==> src/rtl/srib_pkg.sv <==
// Shared types and constants for the sorted record insertion buffer.
// Used by every module of the block; depends on nothing.
package srib_pkg;

    localparam int DEPTH = 256;
    localparam int IDX_W = $clog2(DEPTH);
    localparam int CNT_W = $clog2(DEPTH + 1);
    localparam int CMP_W = (CNT_W > 8) ? CNT_W : 8;

    localparam int KEY_W  = 16;
    localparam int DIST_W = 16;
    localparam int PROT_W = 8;
    localparam int CYC_W  = 12;
    localparam int POS_W  = 8;
    localparam int ECNT_W = 9;
    localparam int ARR_W  = 9;
    localparam int STAT_W = 2;

    localparam int IN_DATA_W  = 104;
    localparam int OUT_DATA_W = 128;

    localparam logic FN_INSERT = 1'b0;
    localparam logic FN_READ   = 1'b1;

    localparam logic [STAT_W-1:0] ST_OK    = 2'd0;
    localparam logic [STAT_W-1:0] ST_FULL  = 2'd1;
    localparam logic [STAT_W-1:0] ST_RANGE = 2'd2;

    // One stored record, as it sits in a cell of the chain.
    typedef struct packed {
        logic [KEY_W-1:0]  key;
        logic [DIST_W-1:0] out_distance;
        logic [DIST_W-1:0] none_distance;
        logic [PROT_W-1:0] proto_with;
        logic [PROT_W-1:0] proto_probe;
        logic [PROT_W-1:0] proto_none;
        logic [CYC_W-1:0]  cycles_with;
        logic [CYC_W-1:0]  cycles_none;
        logic [ARR_W-1:0]  arrival;
    } t_rec;

    // Per-cell control driven by the top level.
    typedef struct packed {
        logic             shift;
        logic [KEY_W-1:0] key;
    } t_cell_ctl;

    typedef enum logic [3:0] {
        S_IDLE = 4'b0001,
        S_EXEC = 4'b0010,
        S_ENC  = 4'b0100,
        S_OUT  = 4'b1000
    } t_state;

endpackage

==> src/rtl/srib_enc.sv <==
// Encoder that turns the one-hot insertion mark of the chain into a slot
// number. Depends on srib_pkg.
module srib_enc (
    input  logic [srib_pkg::DEPTH-1:0] i_hit,
    output logic [srib_pkg::IDX_W-1:0] o_slot
);
    import srib_pkg::*;

    always_comb begin
        o_slot = '0;
        for (int i = 0; i < DEPTH; i++) begin
            if (i_hit[i]) begin
                o_slot = o_slot | IDX_W'(i);
            end
        end
    end

endmodule

==> config.mk <==
export PLATFORM = sky130hd
export DESIGN_NAME = srib_enc
export DESIGN_NICKNAME = d
export VERILOG_FILES = /design/src/rtl/srib_pkg.sv /design/src/rtl/srib_enc.sv
export SDC_FILE = /design/constraint.sdc
export NUM_CORES = 1
export LEC_CHECK = 0
export BUFFER_PORTS_ARGS = -buffer_cell sky130_fd_sc_hd__buf_2
export CORE_AREA = 4 4 99 101
export DETAILED_ROUTE_END_ITERATION = 8
export DIE_AREA = 0 0 103 105
export GPL_TIMING_DRIVEN = 0
export PLACE_DENSITY_LB_ADDON = 0.2
export SYNTH_ARGS = -nofsm -noshare
export SYNTH_HDL_FRONTEND = slang
export SYNTH_SLANG_ARGS = --single-unit
==> constraint.sdc <==
create_clock -name vclk -period 1.2
set_input_delay 0.06 -clock vclk [all_inputs]
set_output_delay 0.06 -clock vclk [all_outputs]
set_load 0.05 [all_outputs]
==> flow_summary.toml <==
[finish]
num_antenna_cells = 0
seq_area_sq_um = 0
area_growth_pct = 221.1
clkbuf_count = 0
drive_above_1_share = 0.7604
fin_cells = 591
final_core_util = 0.4302
seq_cells = 0
nets = 738
final_cell_mix = "230 x buf_2, 46 x nor4_1, 44 x nor4_4, 30 x nor4_2, 30 x nand4_1"
layout_commonest_cell = "buf_2"

[die]
coreArea_sq_um = 9021
num_rows = 35
dieArea_sq_um = 10820
ios = 264
chipWidth_um = 103
dieHeight_um = 105
initial_core_util = 0.1340

[drt]
drt_wl_total_mm = 15.09
wire_per_inst_um = 25.54
drcViolationCount = 0
drt_first_pass_iters = 4
drtIter0Drc = 113
via_per_inst = 5.479
vias = 3238
ant_nets = 0

[outcome]
status = "complete, but fails checks"
failed_checks = "negative setup slack"

[place]
hpwl_mm = 13.68
io_buffers = 263
dp_cells = 579
place.gp.congestion = 0.8742

[yosys]
syn_area_sq_um = 1209
synth_nets = 461
synth_seq_area_share = 0
synth.avg_cell_area_sq_um = 5.896
synthCells = 205
synth_cell_types = 8
ys_warn_count = 0

[global_routing]
grtUsageTotal = 0.2560
grt_max_degree = 4
antenna_found_initial = 0
grt_pass1_vias = 3447
grt_pass1_wl_mm = 20.44
overflow = 0

[timing]
slew_viol_final = 0
finalHoldViolCount = 0
fmax_ghz = 0.6884
min_period_ns = 1.453
slew_headroom = 0.6728
setup_violations = 8
rsz0062_at_grt = "yes"
fin_crit_sh = 1.211
setup_slack_ns = -0.2526
worst_slew_pin_slew_ns = 0.4864

[setup_path]
end_kind = "output port"
cp_max_fo = 2
cp-start-kind = "input pin"
critPathKind = "in -> out"
required_ns = 1.14
worst_ep_arrival_time_ns = 1.39

[power]
ir_worst_vdd_mv = 0.1646
leakage_nw = 1.423
pwr_density_cell_nw_per_um2 = 268.7

[clock_network]
cts_hold_buf = 0

[worst_hold_path]
hp-class = "in -> out"

[flow_run]
cap_violations = 0
[critical path, stage by stage]
cell and delay, ns:
buf_6 0.10, nor4_4 0.29, nand4_1 0.12, buf_4 0.17, nor4_4 0.29, nand4_1 0.16
buf_6 0.19
[path summary, 6_finish.rpt]
path	start	endpoint	slack, ns	depth (start not counted)
max	i_hit[59]	o_slot[0]	-0.25	7
min	i_hit[112]	o_slot[6]	0.52	4
[logic make-up (layout without fill, tap and decap cells)]
group,after synthesis,count (layout),share of synthesized area
AND/OR/NAND/NOR,205,205,1.000
buffers and inverters,0,275,0
[power by group]
| group | internal (mW) | switching (mW) | leakage (nW) |
|---|---|---|---|
| sequential | 0 | 0 | 0 |
| combinational | 0.481 | 0.562 | 1.42 |
| clock | 0 | 0 | 0 |
| total | 0.481 | 0.562 | 1.42 |
[cell usage after synthesis]
master	number	area, sq um
nand4_1	30	187.7
nand3_2	1	10.01
nor3_1	15	75.07
nor4_2	3	37.54
nand2_1	10	37.54
nor4_1	117	732.0
nor2_1	13	48.80
nand3_1	16	80.08
[metrics by stage]
stage	cell area [sq um]	total power [mW]	TNS [ns]	setup slack, ns	hold WS, ns
4_1_cts	3721	0.9926	-1.803	-0.2742	0.5110
3_5_place_dp	2748	0.7308	-4.979	-0.6941	0.5929
5_1_grt	3881	1.097	-2.113	-0.2961	0.5467
6_report	3881	1.043	-1.691	-0.2526	0.5175
2_1_floorplan	1292	0.09476	-0.5768	-0.1346	0.4343
3_3_place_gp	2748	0.7270	-5.512	-0.7409	0.5879
[metal layers]
metal,vias to the layer above,GRT usage,wire [um]
met2,182,0.4670,7695
met5,-,0,0
met4,0,0.03330,268
li1,1514,-,-
met1,1524,0.3216,5818
met3,18,0.03271,1310
[area by class of cell]
type                            instances  area, sq um
Multi-Input combinational cell        205         2111
Timing Repair Buffer                  275         1632
Tap cell                              111        138.9
Fill cell                             971         5140
[repair_timing]
action,in CTS,in global routing
cloned,0,0
buffers inserted,12,0
endpoints found under the hold margin,0,0
gates resized for setup,155,28
setup endpoints to repair,8,8
pin swaps,43,16
(Power assumes the default switching activity.)
