===== src/rtl/srib_pkg.sv =====
// Shared types and constants for the sorted record insertion buffer.
// Used by every module of the block; depends on nothing.
package srib_pkg;

    localparam int DEPTH = 256;
    localparam int IDX_W = $clog2(DEPTH);
    localparam int CNT_W = $clog2(DEPTH + 1);
    localparam int CMP_W = (CNT_W > 8) ? CNT_W : 8;

    localparam int KEY_W  = 16;
    localparam int DIST_W = 16;
    localparam int PROT_W = 8;
    localparam int CYC_W  = 12;
    localparam int POS_W  = 8;
    localparam int ECNT_W = 9;
    localparam int ARR_W  = 9;
    localparam int STAT_W = 2;

    localparam int IN_DATA_W  = 104;
    localparam int OUT_DATA_W = 128;

    localparam logic FN_INSERT = 1'b0;
    localparam logic FN_READ   = 1'b1;

    localparam logic [STAT_W-1:0] ST_OK    = 2'd0;
    localparam logic [STAT_W-1:0] ST_FULL  = 2'd1;
    localparam logic [STAT_W-1:0] ST_RANGE = 2'd2;

    // One stored record, as it sits in a cell of the chain.
    typedef struct packed {
        logic [KEY_W-1:0]  key;
        logic [DIST_W-1:0] out_distance;
        logic [DIST_W-1:0] none_distance;
        logic [PROT_W-1:0] proto_with;
        logic [PROT_W-1:0] proto_probe;
        logic [PROT_W-1:0] proto_none;
        logic [CYC_W-1:0]  cycles_with;
        logic [CYC_W-1:0]  cycles_none;
        logic [ARR_W-1:0]  arrival;
    } t_rec;

    // Per-cell control driven by the top level.
    typedef struct packed {
        logic             shift;
        logic [KEY_W-1:0] key;
    } t_cell_ctl;

    typedef enum logic [3:0] {
        S_IDLE = 4'b0001,
        S_EXEC = 4'b0010,
        S_ENC  = 4'b0100,
        S_OUT  = 4'b1000
    } t_state;

endpackage


===== src/rtl/srib_cell.sv =====
// One cell of the insertion chain: holds a record and takes the new record
// or its lower neighbor's record on an insert. Depends on srib_pkg.
module srib_cell (
    input  logic               i_clk,
    input  logic               i_valid,
    input  srib_pkg::t_cell_ctl i_ctl,
    input  srib_pkg::t_rec     i_new,
    input  srib_pkg::t_rec     i_prev,
    input  logic               i_prev_move,
    output logic               o_move,
    output srib_pkg::t_rec     o_rec
);
    import srib_pkg::*;

    t_rec r_rec;

    // A cell moves when it is empty or holds a strictly greater key, so
    // equal keys stay ahead of the newcomer.
    assign o_move = !i_valid || (r_rec.key > i_ctl.key);
    assign o_rec  = r_rec;

    always_ff @(posedge i_clk) begin
        if (i_ctl.shift && o_move) begin
            r_rec <= i_prev_move ? i_prev : i_new;
        end
    end

endmodule


===== config.mk =====
export PLATFORM = sky130hd
export DESIGN_NAME = srib_cell
export DESIGN_NICKNAME = d
export VERILOG_FILES = /design/src/rtl/srib_pkg.sv /design/src/rtl/srib_cell.sv
export SDC_FILE = /design/constraint.sdc
export NUM_CORES = 1
export LEC_CHECK = 0
export BUFFER_PORTS_ARGS = -buffer_cell sky130_fd_sc_hd__clkbuf_2
export CAP_MARGIN = 25
export CORE_UTILIZATION = 30
export CTS_CLUSTER_SIZE = 28
export DETAILED_ROUTE_END_ITERATION = 6
export GPL_TIMING_DRIVEN = 0
export PLACE_DENSITY = 0.67
export SLEW_MARGIN = 25
export SYNTH_ARGS = -nofsm -noshare
export SYNTH_HDL_FRONTEND = slang
export SYNTH_SLANG_ARGS = --single-unit

===== constraint.sdc =====
create_clock -name i_clk -period 8.1 [get_ports i_clk]
set_clock_uncertainty 0.1 [all_clocks]
set_input_delay 1.215 -clock i_clk [delete_from_list [all_inputs] [get_ports i_clk]]
set_output_delay 1.215 -clock i_clk [all_outputs]
set_load 0.005 [all_outputs]

==> metrics.md, run 1 <==
| Metric | Value |
|---|---|
| Part of the cycle the worst path needs | 0.514 |
| Slew margin rel. | 0.622 |
| Longest individual stage delay on the worst path | about 0.44 ns |
| Internal power of the cells | around 1 mW |
| Post-CTS repair timing setup buffer count | 0 |
| Number of global-route vias before repair | approximately 3.8k |
| # nets final | around 880 |
| Syn Std Cell Area | about 4800 µm² |
| Max Slew Vio Count | 0 |
| Crit path kind | input pin to primary output |
| Transition time at the pin with the least slew margin | approximately 0.56 ns |
| Max Clock Freq | 240 MHz |
| Switch share | 0.229 |
| Residual DRC | 0 |
| Slowest library cell on the worst path | nor4_1 |
| Cell mode on critical path | clkbuf_2 |
| Via-to-Cell Ratio | 4.42 |
| Hold_ws | 1.01 ns |
| Synthesis Warnings | 0 |
| Category of the worst setup path capture point | primary output |
| Min Tclk post-route | between 4 and 5 ns |
| Setup slack, reg-to-reg | approximately 5.4 ns |
| Mean cell area of the mapped netlist | 17.2 µm² |
| Number of buffers created by CTS | 9 |
| Post-detailed-route wirelength per cell | between 15 and 20 µm |
| Fraction of final layout cells sized beyond drive strength 1 | 0.746 |
| Synth Net Count | 527 |
| Resize count post-CTS | 0 |
| Hold Crit Class | register to register |
| # rows | 46 |
| Net switching power | 302 µW |
| Overall die area | between 15,000 and 20,000 µm² |
| Initial core utilization | 0.306 |
| H-Tree Depth | 3 |
| Skew-Pair Late Insertion Delay | between 0.3 and 0.4 ns |
| Clock edge transition at the registers on the reported setup and hold paths | 0.07 ns |
| Series of cell instances along the critical path | clkbuf_2, inv_1, ha_1, a41o_1, a21oi_1, o311ai_1, nor4_1, a41oi_1, clkbuf_2 |
| Number of synthesized register bits | 105 |
| Fraction of the yosys area taken by sequential cells | 0.650 |
| Endpoint required time on the critical path | roughly 6.8 ns |
| Synthesized netlist cell count | approximately 280 |
| Iter 0 DRT Violations | between 100 and 150 |
| Number of hold violations in the final report | 0 |
| Number of port buffers | about 330 |
| Number of hold buffers added after CTS | 0 |
| Number of non-filler instances in the completed layout | 850 |
| Clock Root Buffer | clkbuf_16 |
| Flip-flop count of the largest register, all copies and words added | between 100 and 150 |
| Setup repair after global routing missed its margin | no |
| Pin count of the biggest net entering global routing | 29 |
| Total overflow reported by the global router | 0 |
| Number of antenna cells inserted | 0 |
| Netlist cell types | 23 |
| Cell family with most CP delay | compound AO/OA/AOI/OAI gates |
| Antenna violations before repair | 0 |
| Total I/O pin count | 336 |
| Signed area change from the synthesized netlist to the final layout | 48.2% |
| Outcome | finished clean |
| Pwr dens | roughly 180 nW/µm² |
| Leak Pwr | 3.31 nW |
| Sink count of the clock tree | 105 |
| Arrival time at the worst endpoint | roughly 2.9 ns |
| Total length of routed wires | approximately 13 mm |
| Core area | around 16,000 µm² |
| Count of TritonRoute iterations in the first routing pass | 4 |
| Placed cells | between 800 and 900 |
| # setup viols final | 0 |
| # Max-Cap Violations | 0 |
| GRT Resource Usage Total | 0.149 |
| Detailed placement HPWL | 10.6 mm |
| Die Height | 129 µm |
| Sequential share of power | 0.506 |
| Maximum resistive drop on vdd | roughly 0.089 mV |
| Post-route antenna net violation count | 0 |
| Startpoint class of the critical path | input pin |
| Clk pwr share | 0.332 |
| Global-route wire length before repair | 18.5 mm |
| TritonCTS clock tree | built |
| Sum of internal, switching and leakage power | between 1 and 1.5 mW |
| Worst path bufs/invs | 3 |
| Highest fanout seen on the critical path | 3 |
| Clock Tree Buf Depth | 2 |
| Chip Width | between 100 and 150 µm |
| Combinational power share | 0.162 |
| Global placement routability congestion | 0.759 |
| Via count | around 3.8k |
synth_stat cells:
cell type / instances / area [µm²]
a21boi_0: 1 / 7.51
a21boi_2: 1 / 11.3
a21o_1: 2 / 15.0
a21oi_1: 5 / 25.0
a41o_1: 1 / 10.0
a41oi_1: 1 / 8.76
and2_1: 2 / 12.5
buf_2: 7 / 35.0
buf_4: 5 / 37.5
edfxtp_1: 105 / 3150
ha_1: 16 / 200
inv_1: 17 / 63.8
mux2_2: 105 / 1180
nand2_1: 1 / 3.75
nand3_1: 2 / 10.0
nand4_1: 3 / 18.8
nand4_2: 1 / 12.5
nor2_1: 1 / 3.75
nor2b_1: 1 / 6.26
nor3_2: 1 / 10.0
nor4_1: 1 / 6.26
o21ai_0: 1 / 5.00
o311ai_1: 1 / 8.76
kinds of logic after synthesis:
family          Yosys count  share of synthesized area
simple gates             13                     0.0173
compound gates           13                     0.0188
buf+inv                  29                     0.0281
mux                     105                      0.244
fa+ha+maj                16                     0.0413
flops                   105                      0.650
tightest hold or removal path: stages, from the launching register on:
cell and delay (ns):
edfxtp_1 0.36, ha_1 0.13, and2_1 0.14, nand4_1 0.09, nand2_1 0.12, nor2_4 0.09
per-layer routing:
metal	part of all wire	GRT usage
met1	0.36	0.153
met2	0.54	0.278
met3	0.076	0.0462
met4	0.021	0.0637
met5	0	0
layout by cell type, fill, tap and decap left out:
cell type,count
a21boi_0,1
a21boi_2,1
a21o_1,2
a21oi_1,5
a41o_1,1
a41oi_1,1
and2_1,2
buf_12,2
buf_16,2
buf_2,7
buf_4,5
bufinv_16,1
clkbuf_1,1
clkbuf_16,9
clkbuf_2,334
clkinv_4,1
clkinvlp_4,1
edfxtp_1,105
ha_1,16
inv_1,17
inv_6,2
mux2_2,105
nand2_1,1
nand3_1,2
nand4_1,3
nand4_2,1
nor2_4,1
nor2b_1,1
nor3_2,1
nor4_1,1
o21ai_0,1
o311ai_1,1
worst paths after layout:
kind | cells past startpoint | end | startpoint
setup / recovery | 9 | o_move | i_ctl[7]
hold reg to reg | 5 | o_rec[89]$_DFFE_PP_ | o_rec[90]$_DFFE_PP_
setup reg to reg | 8 | o_rec[20]$_DFFE_PP_ | o_rec[103]$_DFFE_PP_
hold / removal | 5 | o_rec[89]$_DFFE_PP_ | o_rec[90]$_DFFE_PP_
power groups by stage:
| stage | sequential [mW] | combinational [mW] | clock [mW] |
|---|---|---|---|
| 5_1_grt | 0.669 | 0.234 | 0.464 |
| 4_1_cts | 0.665 | 0.217 | 0.451 |
| 3_3_place_gp | 0.686 | 0.199 | 0 |
| 6_report | 0.665 | 0.213 | 0.437 |
| 2_1_floorplan | 0.687 | 0.0829 | 0 |
| 3_5_place_dp | 0.677 | 0.216 | 0 |
stage by stage:
step	utilization	TNS, ns	worst slack (ns)	cell area (µm²)
2_1_floorplan	-	0	0.900	4850
3_3_place_gp	0.429	-112.72	-1.08	6790
3_5_place_dp	0.435	0	3.90	6890
4_1_cts	0.454	0	3.90	7180
5_1_grt	0.454	0	3.81	7180
6_report	0.454	0	3.94	7180
area by class of cell:
type / count / area, µm²
fill: 1465 / 8640
sequential: 105 / 3150
timing repair buffer: 338 / 1770
multi-input combinational: 147 / 1570
tap: 216 / 270
clock buffer: 10 / 229
buffer: 12 / 72.6
clock inverter: 5 / 63.8
inverter: 17 / 63.8
Note: power is estimated with default switching activity, not from simulation.
==> run 2, diff against run 1 <==
clock period = 4.3 ns   (was 8.1 ns; I/O delays follow)
==> run 2 against run 1 <==
Via count is essentially flat. Power increased by 89%. Register-to-register slack worse by 4.1 ns. Core utilization is 0.079 points higher. Die area unchanged. Flip-flop and latch count unchanged. Cell count grew 0.24%. Worst hold slack worse by 0.51 ns. First-iteration DRC count shrank 20%. Clock power is 89% higher. Sequential power is 88% higher. Setup slack worse by 2.7 ns. Critical endpoint unchanged. Largest power group unchanged. Highest routed layer unchanged.
==> metrics.md, run 2 (same netlist as run 1, synthesis figures left out) <==
| Metric | Value |
|---|---|
| # setup viols final | 0 (unchanged) |
| Flip-flop count of the largest register, all copies and words added | 105 (unchanged) |
| Post-detailed-route wirelength per cell | 15.8 µm (was 15.1 µm) |
| Hold Crit Class | input pin to register (was register to register) |
| Setup repair after global routing missed its margin | no (unchanged) |
| Count of TritonRoute iterations in the first routing pass | 5 (was 4) |
| Part of the cycle the worst path needs | 0.706 |
| RR Endpoint | o_rec[68]$_DFFE_PP_ (was o_rec[20]$_DFFE_PP_) |
| Category of the worst setup path capture point | primary output (unchanged) |
| Hold_ws | 0.497 ns (was 1.01 ns) |
| Total overflow reported by the global router | 0 (unchanged) |
| Worst hold path stage count | 2 (was 5) |
| Clk pwr share | 0.332 (about the same) |
| Leading cell types in the layout, fill and taps excluded | 334 x clkbuf_2, 105 x mux2_2, 105 x edfxtp_1, 17 x inv_1, 16 x ha_1 (unchanged) |
| Global placement routability congestion | 0.820 (was 0.759) |
| # nets final | 876 (unchanged) |
| Outcome | finished clean (unchanged) |
| Global-route wire length before repair | 18.8 mm (was 18.5 mm) |
| TritonCTS clock tree | built (unchanged) |
| Transition time at the pin with the least slew margin | 0.664 ns (was 0.562 ns) |
| Leak Pwr | 3.31 nW (about the same) |
| Finished layout cell area | 7200 µm² (was 7180 µm²) |
| Number of hold violations in the final report | 0 (unchanged) |
| Crit path kind | input pin to primary output (unchanged) |
| Antenna violations before repair | 1 (was 0) |
| Total I/O pin count | 336 (unchanged) |
| Fraction of final layout cells sized beyond drive strength 1 | 0.745 (was 0.746) |
| Number of buffers created by CTS | 9 (unchanged) |
| Die Height | 129 µm (unchanged) |
| # Max-Cap Violations | 0 (unchanged) |
| Minimum setup slack after placement | 1.04 ns (was 3.90 ns) |
| DP Area | 6900 µm² (was 6890 µm²) |
| Overall die area | 16,700 µm² (unchanged) |
| Clock edge transition at the registers on the reported setup and hold paths | 0.08 ns (was 0.07 ns) |
| Most frequent standard cell in the layout excluding fill and tap cells | clkbuf_2 (unchanged) |
| Switch share | 0.231 (was 0.229) |
| Startpoint of the tightest hold check path | i_new[79] (was o_rec[90]$_DFFE_PP_) |
| Maximum resistive drop on vdd | 0.192 mV (was 0.0890 mV) |
| Reg2Reg Depth | 8 (unchanged) |
| Arrival time at the worst endpoint | 2.29 ns (was 2.85 ns) |
| Post-route antenna net violation count | 0 (unchanged) |
| Setup slack, reg-to-reg | 1.37 ns (was 5.43 ns) |
| Combinational power share | 0.163 (was 0.162) |
| Highest fanout seen on the critical path | 3 (unchanged) |
| Chip Width | 129 µm (unchanged) |
| Number of global-route vias before repair | 3,785 (was 3,839) |
| Net switching power | 574 µW (was 302 µW) |
| Detailed placement HPWL | 11.1 mm (was 10.6 mm) |
| Via-to-Cell Ratio | 4.40 (was 4.42) |
| Sequential share of power | 0.505 (was 0.506) |
| Slew margin rel. | 0.556 (was 0.622) |
| Max Slew Vio Count | 0 (unchanged) |
| Core area | 15,800 µm² (unchanged) |
| Via count | 3,753 (was 3,756) |
| Internal power of the cells | 1.91 mW (was 1.01 mW) |
| Endpoint required time on the critical path | 3.56 ns (was 6.78 ns) |
| Min Tclk post-route | about 3 ns |
| Pin count of the biggest net entering global routing | 26 (was 29) |
| Terminating pin of the worst hold path | o_rec[79]$_DFFE_PP_ (was o_rec[89]$_DFFE_PP_) |
| Clock Root Buffer | clkbuf_16 (unchanged) |
| Resize count post-CTS | 0 (unchanged) |
| H-Tree Depth | 3 (unchanged) |
| Signed area change from the synthesized netlist to the final layout | 48.5% (was 48.2%) |
| Clock Tree Buf Depth | 2 (unchanged) |
| GRT Resource Usage Total | 0.154 (was 0.149) |
| Sink count of the clock tree | 105 (unchanged) |
| Startpoint class of the critical path | input pin (unchanged) |
| Initial core utilization | 0.306 (unchanged) |
| Accumulated negative setup slack | 0 ns (unchanged) |
| Setup ws final | 1.27 ns (was 3.94 ns) |
| Beginning of the worst register-to-register path | o_rec[103]$_DFFE_PP_ (unchanged) |
| Residual DRC | 0 (unchanged) |
| # rows | 46 (unchanged) |
| Iter 0 DRT Violations | 115 (was 143) |
| Post-CTS repair timing setup buffer count | 0 (unchanged) |
| Pwr dens | 345 nW/µm² (was 183 nW/µm²) |
| Skew-Pair Late Insertion Delay | 0.34 ns (was 0.35 ns) |
| Number of hold buffers added after CTS | 0 (unchanged) |
| Total length of routed wires | 13.5 mm (was 12.9 mm) |
| Max Clock Freq | around 330 MHz |
| Number of port buffers | 334 (unchanged) |
run 2: cell types whose count changed in the layout (fill, tap and decap cells not counted):
cell / previous run / this run
buf_12: 2 / 1
buf_16: 2 / 3
clkinv_1: 0 / 1
clkinvlp_4: 1 / 2
diode_2: 0 / 1
inv_6: 2 / 1
run 2: cell type report:
| class | count | area (µm²) |
|---|---|---|
| inverters | 17 | 63.8 |
| fillers | 1469 | 8630 |
| flip-flops and latches | 105 | 3150 |
| clock buffers | 10 | 229 |
| repair buffers | 338 | 1770 |
| multi-input cells | 147 | 1570 |
| clock inverters | 6 | 66.3 |
| plain buffers | 12 | 72.6 |
| diodes | 1 | 2.50 |
| well taps | 216 | 270 |
run 2: worst max-delay path by stage:
stage / startpoint / endpoint / slack (ns) / depth (start not counted)
final: i_ctl[7] / o_move / 1.27 / 9
after global routing: i_ctl[7] / o_move / 1.18 / 9
after CTS: i_ctl[7] / o_move / 1.23 / 9
after detailed placement: i_ctl[14] / o_rec[20]$_DFFE_PP_ / 1.04 / 10
after global placement: i_ctl[14] / o_rec[17]$_DFFE_PP_ / -0.20 / 8
after floorplan: i_ctl[14] / o_rec[0]$_DFFE_PP_ / 0.62 / 7
run 2: through the flow:
step / utilization / power [mW] / instances
2_1_floorplan: - / 1.44 / 281
3_3_place_gp: 0.429 / 1.66 / 831
3_5_place_dp: 0.436 / 1.69 / 835
4_1_cts: 0.455 / 2.52 / 851
5_1_grt: 0.455 / 2.58 / 851
6_report: 0.455 / 2.48 / 852
run 2: per-layer routing:
metal | routed length (µm) | part of all wire | GRT usage | vias up
met1 | 5090 | 0.38 | 0.164 | 1724
met4 | 415 | 0.031 | 0.0851 | 0
met3 | 985 | 0.073 | 0.0409 | 29
met2 | 6990 | 0.52 | 0.275 | 218
met5 | 0 | 0 | 0 | -
li1 | - | - | - | 1782
run 2: power groups by stage:
stage | clock network [mW] | logic, mW | registers [mW]
finish | 0.825 | 0.405 | 1.25
detailed placement | 0 | 0.410 | 1.28
global placement | 0 | 0.377 | 1.28
CTS | 0.849 | 0.412 | 1.25
floorplan | 0 | 0.158 | 1.29
global route | 0.877 | 0.442 | 1.26
run 2: worst max-delay path, cell delays in order:
cell and delay [ns]:
clkbuf_2 0.07, inv_1 0.04, ha_1 0.32, a41o_1 0.24, a21oi_1 0.15, o311ai_1 0.13, nor4_1 0.45, a41oi_1 0.10
clkbuf_2 0.15
